[config.mk]
export PLATFORM = sky130hd
export DESIGN_NAME = afc_regs
export DESIGN_NICKNAME = d
export VERILOG_FILES = /design/src/afc_pkg.sv /design/src/afc_regs.sv
export SDC_FILE = /design/constraint.sdc
export NUM_CORES = 1
export LEC_CHECK = 0
export BUFFER_PORTS_ARGS = -buffer_cell sky130_fd_sc_hd__buf_4
export CAP_MARGIN = 10
export CORE_AREA = 8 8 245 247
export CTS_CLUSTER_SIZE = 8
export DETAILED_ROUTE_END_ITERATION = 10
export DIE_AREA = 0 0 253 255
export SLEW_MARGIN = 20
export SYNTH_ARGS = -nofsm -noshare
export SYNTH_HDL_FRONTEND = slang
export SYNTH_SLANG_ARGS = --single-unit
[constraint.sdc]
create_clock -name clk -period 2.3 [get_ports clk]
set_input_delay 0.115 -clock clk [delete_from_list [all_inputs] [get_ports clk]]
set_output_delay 0.115 -clock clk [all_outputs]
set_load 0.01 [all_outputs]
[src/afc_pkg.sv]
// shared types, constants and plane table for the box versus frustum cull
`timescale 1ns / 1ps

package afc_pkg;

	localparam int NumRegs   = 8;
	localparam int NumPlanes = 6;
	localparam int NumAxes   = 3;
	localparam int RegW      = 64;
	localparam int AddrW     = 6;
	localparam int IdxW      = 3;
	localparam int CoordW    = 32;
	localparam int CoefW     = CoordW + 1;
	localparam int ProdW     = CoefW + CoordW;
	localparam int DistW     = CoefW + 16;
	localparam int SumW      = ProdW + 2;

	typedef logic [NumRegs-1:0][RegW-1:0] mat_regs_t;
	typedef logic signed [CoordW-1:0] coord_t;
	typedef logic signed [CoefW-1:0] coef_t;
	typedef logic signed [ProdW-1:0] prod_t;
	typedef logic signed [DistW-1:0] dist_t;
	typedef logic signed [SumW-1:0] sum_t;

	typedef struct packed {
		coef_t [NumAxes-1:0] n;
		coef_t               d;
	} plane_t;

	typedef plane_t [NumPlanes-1:0] plane_set_t;

	// col: column paired with column 4, use4: column 4 enters, neg: paired column subtracted
	typedef struct packed {
		logic [1:0] col;
		logic       use4;
		logic       neg;
	} plane_sel_t;

	localparam plane_sel_t PlaneTab [NumPlanes] = '{
		'{col: 2'd0, use4: 1'b1, neg: 1'b0},
		'{col: 2'd0, use4: 1'b1, neg: 1'b1},
		'{col: 2'd1, use4: 1'b1, neg: 1'b0},
		'{col: 2'd1, use4: 1'b1, neg: 1'b1},
		'{col: 2'd2, use4: 1'b0, neg: 1'b0},
		'{col: 2'd2, use4: 1'b1, neg: 1'b1}
	};

	localparam mat_regs_t RegReset = {
		64'h0001_0000_0000_0000,
		64'h0000_0000_0000_0000,
		64'h0000_0000_0001_0000,
		64'h0000_0000_0000_0000,
		64'h0000_0000_0000_0000,
		64'h0001_0000_0000_0000,
		64'h0000_0000_0000_0000,
		64'h0000_0000_0001_0000
	};

endpackage

[src/afc_regs.sv]
// matrix register file behind the apb-style configuration port
`timescale 1ns / 1ps

module afc_regs (
	input  logic                     clk,
	input  logic                     arst_n,
	input  logic                     psel,
	input  logic                     penable,
	input  logic                     pwrite,
	input  logic [afc_pkg::AddrW-1:0] paddr,
	input  logic [afc_pkg::RegW-1:0]  pwdata,
	output logic [afc_pkg::RegW-1:0]  prdata,
	output logic                     pready,
	output afc_pkg::mat_regs_t       mat
);

	afc_pkg::mat_regs_t          mat_q;
	logic [afc_pkg::IdxW-1:0]    idx;
	logic                        wr_en;

	assign idx    = paddr[afc_pkg::AddrW-1:afc_pkg::AddrW-afc_pkg::IdxW];
	assign pready = 1'b1;
	assign wr_en  = psel & penable & pwrite & pready;

	always_ff @(posedge clk or negedge arst_n) begin
		if (!arst_n) begin
			mat_q <= afc_pkg::RegReset;
		end else if (wr_en) begin
			mat_q[idx] <= pwdata;
		end
	end

	assign prdata = mat_q[idx];
	assign mat    = mat_q;

endmodule

==> Word level (Yosys, flattened, before mapping) <==
Index checks and enable logic that the tools add are counted.
{ "totals": {"reg_bits": 512, "out_inout_bits": 577} }
{ "op_classes": {"magnitude_cmp": 2, "n_mux": 5, "bitwise": 2, "n_reduce_logical": 1} }
{ "ops": {"columns": ["operator", "count"], "rows": [
  ["512-bit bitwise mux", 1],
  ["64-bit binary-select mux with 3-bit select", 1],
  ["64-bit demux with 3-bit select", 1],
  ["64-bit 2-to-1 mux", 2],
  ["3-bit by 4-bit < comparator with 1-bit output, second input constant", 1],
  ["3-bit by 1-bit >= comparator with 1-bit output, second input constant", 1],
  ["1-bit bitwise AND", 2],
  ["1-bit logical AND", 1]
]} }

==> Depth between registers and ports, before layout <==
Gate-level depths: netlist (run 1).
{ "depth": {"word_depth": 5, "depth_mapped": 6, "mapped_depth_nobuf": 3} }

==> Worst setup path before layout (run 1) <==
No wires, ideal clock.
{ "synth_timing": {"path_type": "in2out", "from": "input paddr[3] in the netlist's numbering", "to": "output prdata[0] in the netlist's numbering", "arrival_time_ps": 1538, "slack_ps": 647, "cell_stages": 5, "cell_sequence": "buf_2 buf_2 buf_2 mux4_2 mux2_2"} }
{ "synth_via": {"elab_chain_cells": 2} }
{ "synth_rtl": {"columns": ["item", "line", "rtl"], "rows": [
  ["start, declared", "afc_regs.sv:10", "input logic [afc_pkg::AddrW-1:0] paddr,"],
  ["64-bit binary-select mux with 3-bit select", "afc_regs.sv:33", "assign prdata = mat_q[idx];"],
  ["64-bit 2-to-1 mux (implied by the code)", "afc_regs.sv:33", null],
  ["end, declared", "afc_regs.sv:12", "output logic [afc_pkg::RegW-1:0] prdata,"]
]} }
Every way passes these cells. The select of a mux whose other input is x is not followed.

==> Worst setup path in the final report (run 1) <==
{ "layout_timing": {"from": "register mat_q, in the netlist mat[272]", "to": "output prdata[16] in the netlist's numbering"} }
{ "layout_via": {"elab_chain_cells": 2} }
{ "layout_rtl": {"columns": ["item", "line", "rtl"], "rows": [
  ["start, declared", "afc_regs.sv:17", "afc_pkg::mat_regs_t mat_q;"],
  ["start signal, assigned", "afc_regs.sv:27", "mat_q <= afc_pkg::RegReset;"],
  ["start signal, assigned by index", "afc_regs.sv:29", "mat_q[idx] <= pwdata;"],
  ["64-bit binary-select mux with 3-bit select", "afc_regs.sv:33", null],
  ["64-bit 2-to-1 mux (implied by the code)", "afc_regs.sv:33", null]
]} }
Every way passes these cells. The select of a mux whose other input is x is not followed.

==> results of run 1 <==
layout make-up:
type	instances	area, sq um	share of cell area
Antenna cell	3	7.51	0.000238
Clock buffer	89	1930	0.0611
Clock inverter	3	26.3	0.000832
Inverter	1	3.75	0.000119
Multi-Input combinational cell	724	9540	0.302
Sequential cell	512	12800	0.406
Tap cell	756	946	0.0300
Timing Repair Buffer	770	6300	0.200
cell families after synthesis:
group | Yosys count | share of synthesized area
AO/OA/AOI/OAI | 4 | 0.00138
other | 1 | 0.000165
multiplexers | 703 | 0.410
AND/OR/NAND/NOR | 16 | 0.00627
flip-flops | 512 | 0.564
buffers and inverters | 88 | 0.0183
metal layers:
layer / track usage / wire length, um
met1: 0.302 / 32100
met2: 0.411 / 40300
met3: 0.0747 / 5980
met4: 0.0804 / 2580
met5: 0 / 13
Yosys cell counts:
master | number | area share
o32a_1 | 1 | 0.00044
nor2_1 | 1 | 0.00016
nand4b_4 | 1 | 0.0010
mux2i_1 | 2 | 0.00088
clkbuf_1 | 16 | 0.0026
nand2_1 | 1 | 0.00016
dfstp_2 | 4 | 0.0046
a31oi_1 | 1 | 0.00028
conb_1 | 1 | 0.00016
mux2_1 | 28 | 0.014
nor2_2 | 6 | 0.0017
a22oi_1 | 1 | 0.00033
nor4bb_1 | 1 | 0.00044
mux4_2 | 126 | 0.12
o211ai_1 | 1 | 0.00033
nand4_2 | 1 | 0.00055
buf_1 | 5 | 0.00083
nand2b_1 | 2 | 0.00055
nor3_4 | 2 | 0.0014
buf_4 | 1 | 0.00033
buf_2 | 65 | 0.014
inv_1 | 1 | 0.00016
dfrtp_1 | 508 | 0.56
and2_1 | 1 | 0.00028
mux2_2 | 547 | 0.27
final timing paths:
kind,slack [ns],end,depth (start not counted),from
max,0.21,prdata[16],3,mat[272]$_DFFE_PN0P_
min,0.08,mat[307]$_DFFE_PN0P_,2,arst_n
max reg2reg,1.44,mat[272]$_DFFE_PN0P_,1,mat[272]$_DFFE_PN0P_
min reg2reg,0.52,mat[261]$_DFFE_PN0P_,1,mat[261]$_DFFE_PN0P_
max in group asynchronous,1.29,mat[390]$_DFFE_PN0P_,4,arst_n
min in group clk,0.32,mat[14]$_DFFE_PN0P_,4,paddr[5]
placed cells by master, fill, tap and decap left out:
cell,n
nand4b_4,1
conb_1,1
nand4_2,1
nor3_4,2
nor2_1,1
buf_4,675
o211ai_1,1
mux4_2,126
nor4bb_1,1
mux2_1,28
dfrtp_1,508
nand2b_1,2
mux2_2,547
nand2_1,1
clkbuf_16,75
o32a_1,1
mux2i_1,2
clkbuf_1,14
buf_6,1
dlygate4sd3_1,65
inv_1,1
and2_1,1
inv_6,3
a31oi_1,1
nor2_4,6
buf_8,2
diode_2,3
buf_12,27
dfstp_2,4
a22oi_1,1
power breakdown:
group          internal (mW)  switching (mW)  total (mW)
combinational           4.93            3.65        8.58
clock                   5.79            3.67        9.46
sequential              10.8            1.64        12.5
through the flow:
stage / area, sq um / instances / util / power, mW / hold WS (ns)
after floorplan: 22700 / 1324 / - / 15.8 / -0.181
after global placement: 29000 / 2698 / 0.518 / 21.0 / 0.111
after detailed placement: 29000 / 2698 / 0.518 / 21.2 / 0.108
after CTS: 31600 / 2855 / 0.564 / 30.9 / 0.0766
after global routing: 31600 / 2855 / 0.564 / 31.9 / 0.0950
final: 31600 / 2858 / 0.564 / 30.5 / 0.0818
timing repair:
action                    4_1_cts  5_1_grt
hold endpoints to repair      788        0
hold buffers                   65        0
setup buffers                   0        0
==> impl_metrics.env, run 1 <==
export IMPL_status="finished clean"
export IMPL_skew_ns=0
export IMPL_synth_warnings=0
export IMPL_clkSinkCount=512
export IMPL_required_ns=2.18
export IMPL_dr_pass1_iters=4
export IMPL_largest_register_ffs=512
export IMPL_arrival_ns=1.98
export IMPL_syn2layout_area_growth_pct=38.8
export IMPL_cts_tree="yes"
export IMPL_core_area_sq_um=56000
export IMPL_place_gp_congestion=0.831
export IMPL_htreeDepth=3
export IMPL_worstSetupPathType="flip-flop to output port"
export IMPL_path_max_fanout=3
export IMPL_wl_per_cell_um=28.3
export IMPL_die_area_sq_um=64500
export IMPL_wl_um=81000
export IMPL_die_w_um=253
export IMPL_netlist_area_sq_um=22700
export IMPL_finalMaxSlewViolations=0
export IMPL_synth_seq_area_share=0.564
export IMPL_nets=2157
export IMPL_synth_avg_cell_area_sq_um=17.2
export IMPL_cp_top_family="multiplexers"
export IMPL_grt_pass1_wl_um=118000
export IMPL_via_per_inst=5.43
export IMPL_powerDensity_nw_per_um2=966
export IMPL_synthDistinctLibCells=25
export IMPL_critPathSlowestCell="mux4_2"
export IMPL_drtIter0Drc=714
export IMPL_grt_ovfl_total=0
export IMPL_vias=15500
export IMPL_die_h_um=255
export IMPL_antenna_left=0
export IMPL_fin_crit_ns=2.09
export IMPL_relSlewSlack=0.558
export IMPL_clkTransAtPathRegs_ns=0.05
export IMPL_synth_fp_nets=1399
export IMPL_antenna_found_initial=4
export IMPL_ctsResizeCount=0
export IMPL_fin_crit_sh=0.910
export IMPL_initial_core_util=0.406
export IMPL_end_kind="output port"
export IMPL_cts_root_buf="clkbuf_16"
export IMPL_syn_inst=1324
export IMPL_setup_slack_ns=0.206
export IMPL_cap_violations=0
export IMPL_tightest_slew_ns=0.663
export IMPL_ios=652
export IMPL_num_rows=87
export IMPL_place_ws_ns=0.304
export IMPL_synth_seq_cells=512
export IMPL_p_leak_nw=14.9
export IMPL_max_stage_delay_ns=0.48
export IMPL_hold_path_class="primary input to async pin"
export IMPL_rsz0062_at_grt="no"
export IMPL_grt_max_degree=68
export IMPL_clock_latency_ns=0.58
export IMPL_fmax_mhz=478
export IMPL_finalHoldViolCount=0
export IMPL_grtUsageTotal=0.245
export IMPL_cp_cell_sequence="mux4_2 > mux2_2 > buf_4"
export IMPL_grt_pass1_vias=16900
export IMPL_fill_cells=4572
export IMPL_setup_tns_ns=0
export IMPL_cts_buffers=73
export IMPL_clk_path_buf_depth=3
export IMPL_cp_num_buf_inv=1
export IMPL_drive_above_1_share=0.700
export IMPL_critPathLaunchType="flip-flop"
export IMPL_placement_io_buffers=647
export IMPL_route_detailed_drc=0
export IMPL_setup_violations=0
export IMPL_vdd_drop_max_v=0.000579
export IMPL_dp_hpwl_um=56700
No activity file was read; power rests on OpenSTA's default activity.
==> run 2, diff against run 1 <==
--- a/config.mk
+++ b/config.mk
@@ -7,10 +7,11 @@
 export LEC_CHECK = 0
 export BUFFER_PORTS_ARGS = -buffer_cell sky130_fd_sc_hd__buf_4
 export CAP_MARGIN = 10
-export CORE_AREA = 8 8 245 247
+export CORE_ASPECT_RATIO = 1.75
+export CORE_MARGIN = 8
+export CORE_UTILIZATION = 35
 export CTS_CLUSTER_SIZE = 8
 export DETAILED_ROUTE_END_ITERATION = 10
-export DIE_AREA = 0 0 253 255
 export SLEW_MARGIN = 20
 export SYNTH_ARGS = -nofsm -noshare
 export SYNTH_HDL_FRONTEND = slang
==> run 2 against run 1 <==
Compared with the run above:
- setup slack lost 0.052 ns
- count of clock-buffer cells in the layout unchanged
- clock power up 3.9%
- critical path depth stayed put
- worst hold slack lost 0.0036 ns
- combinational power hardly changed
- maximum frequency fell by 2.4%
- flip-flop and latch count unchanged
- sequential power barely moved
- power rose by 1.3%
- critical endpoint is now prdata[49]
- sequential share of layout area fell by 0.12 points
==> impl_metrics.env, run 2 (synthesized netlist as in run 1, its figures left out) <==
export IMPL_status="finished clean"
export IMPL_grt_max_degree=75
export IMPL_largest_register_ffs=512
export IMPL_drtIter0Drc=600
export IMPL_regArea_sq_um=12800
export IMPL_place_ws_ns=0.172
export IMPL_max_stage_delay_ns=0.51
export IMPL_critPathLaunchType="flip-flop"
export IMPL_setup_slack_ns=0.154
export IMPL_holdWs_ns=0.0782
export IMPL_htreeDepth=3
export IMPL_route_detailed_drc=0
export IMPL_place_gp_congestion=0.835
export IMPL_vias=15500
export IMPL_p_leak_nw=14.9
export IMPL_finalHoldViolCount=0
export IMPL_clkTransAtPathRegs_ns=0.05
export IMPL_antennaDiodeCount=0
export IMPL_utilization=0.492
export IMPL_worstSetupPathType="flip-flop to output port"
export IMPL_cp_num_buf_inv=1
export IMPL_end_kind="output port"
export IMPL_grtUsageTotal=0.223
export IMPL_antenna_found_initial=0
export IMPL_vdd_drop_max_v=0.000601
export IMPL_grt_pass1_vias=17700
export IMPL_die_h_um=353
export IMPL_cts_buffers=74
export IMPL_syn2layout_area_growth_pct=39.2
export IMPL_dp_cells=2747
export IMPL_nets=2151
export IMPL_clock_latency_ns=0.59
export IMPL_dp_hpwl_um=58600
export IMPL_critPathSlowestCell="mux4_2"
export IMPL_required_ns=2.18
export IMPL_cap_violations=0
export IMPL_cp_cell_sequence="mux4_2 > mux2_2 > buf_4"
export IMPL_grt_ovfl_total=0
export IMPL_final_common_cell="buf_4"
export IMPL_placement_io_buffers=647
export IMPL_wl_per_cell_um=28.6
export IMPL_finalMaxSlewViolations=0
export IMPL_path_max_fanout=3
export IMPL_dr_pass1_iters=4
export IMPL_ctsResizeCount=0
export IMPL_clk_path_buf_depth=3
export IMPL_cts_hold_buf=65
export IMPL_cp_top_family="multiplexers"
export IMPL_clkSinkCount=512
export IMPL_arrival_ns=2.03
export IMPL_setup_violations=0
export IMPL_finalInstanceArea_sq_um=31700
export IMPL_initial_core_util=0.354
export IMPL_relSlewSlack=0.540
export IMPL_layout_cells_non_filler=2907
export IMPL_via_per_inst=5.35
export IMPL_die_area_sq_um=73700
export IMPL_grt_pass1_wl_um=124000
export IMPL_powerDensity_nw_per_um2=976
export IMPL_die_w_um=209
export IMPL_fin_crit_sh=0.933
export IMPL_cts_tree="yes"
export IMPL_place_area_sq_um=29000
export IMPL_hold_path_class="primary input to async pin"
export IMPL_ios=652
export IMPL_layout_common_cells="buf_4, mux2_2, dfrtp_1"
export IMPL_p_total_mw=30.9
export IMPL_core_area_sq_um=64300
export IMPL_skew_ns=0
export IMPL_fin_crit_ns=2.15
export IMPL_multi_input_area_sq_um=9540
export IMPL_cts_root_buf="clkbuf_16"
export IMPL_antenna_left=0
export IMPL_tightest_slew_ns=0.689
export IMPL_wl_um=83300
export IMPL_fill_cells=5614
export IMPL_setup_tns_ns=0
export IMPL_num_rows=123
export IMPL_fmax_mhz=466
export IMPL_post_cts_setup_buffers=0
export IMPL_drive_above_1_share=0.701
export IMPL_rsz0062_at_grt="no"
run 2: cell types whose count changed in the layout (fill, tap and decap cells not counted), sizes merged:
cell / delta
diode: -3
buf: -7
inv: -2
clkinv: +5
run 2: worst paths after layout:
path	start	to	slack (ns)	cells past startpoint
worst min register to register	mat[301]$_DFFE_PN0P_	mat[301]$_DFFE_PN0P_	0.52	1
max in group asynchronous	arst_n	mat[176]$_DFFE_PN1P_	1.31	3
worst max-delay path	mat[433]$_DFFE_PN0P_	prdata[49]	0.15	3
worst max register to register	mat[433]$_DFFE_PN0P_	mat[433]$_DFFE_PN0P_	1.39	1
worst min-delay path	arst_n	mat[266]$_DFFE_PN0P_	0.08	2
min in group clk	paddr[5]	mat[83]$_DFFE_PN0P_	0.22	4
run 2: area by class of cell:
| class | instances | share of cell area |
|---|---|---|
| Clock buffer | 89 | 0.0619 |
| Clock inverter | 6 | 0.00249 |
| Inverter | 1 | 0.000119 |
| Multi-Input combinational cell | 724 | 0.301 |
| Sequential cell | 512 | 0.405 |
| Tap cell | 812 | 0.0321 |
| Timing Repair Buffer | 763 | 0.197 |
run 2: where the power goes:
part | switching [mW] | internal [mW]
combinational | 3.67 | 4.93
clock | 3.90 | 5.93
sequential | 1.65 | 10.8
run 2: per-layer routing:
metal	vias to the layer above	track usage	wire length, um
li1	6487	-	-
met1	8337	0.249	30800
met2	591	0.391	43100
met3	129	0.0735	6550
met4	0	0.0845	2790
met5	-	0	0
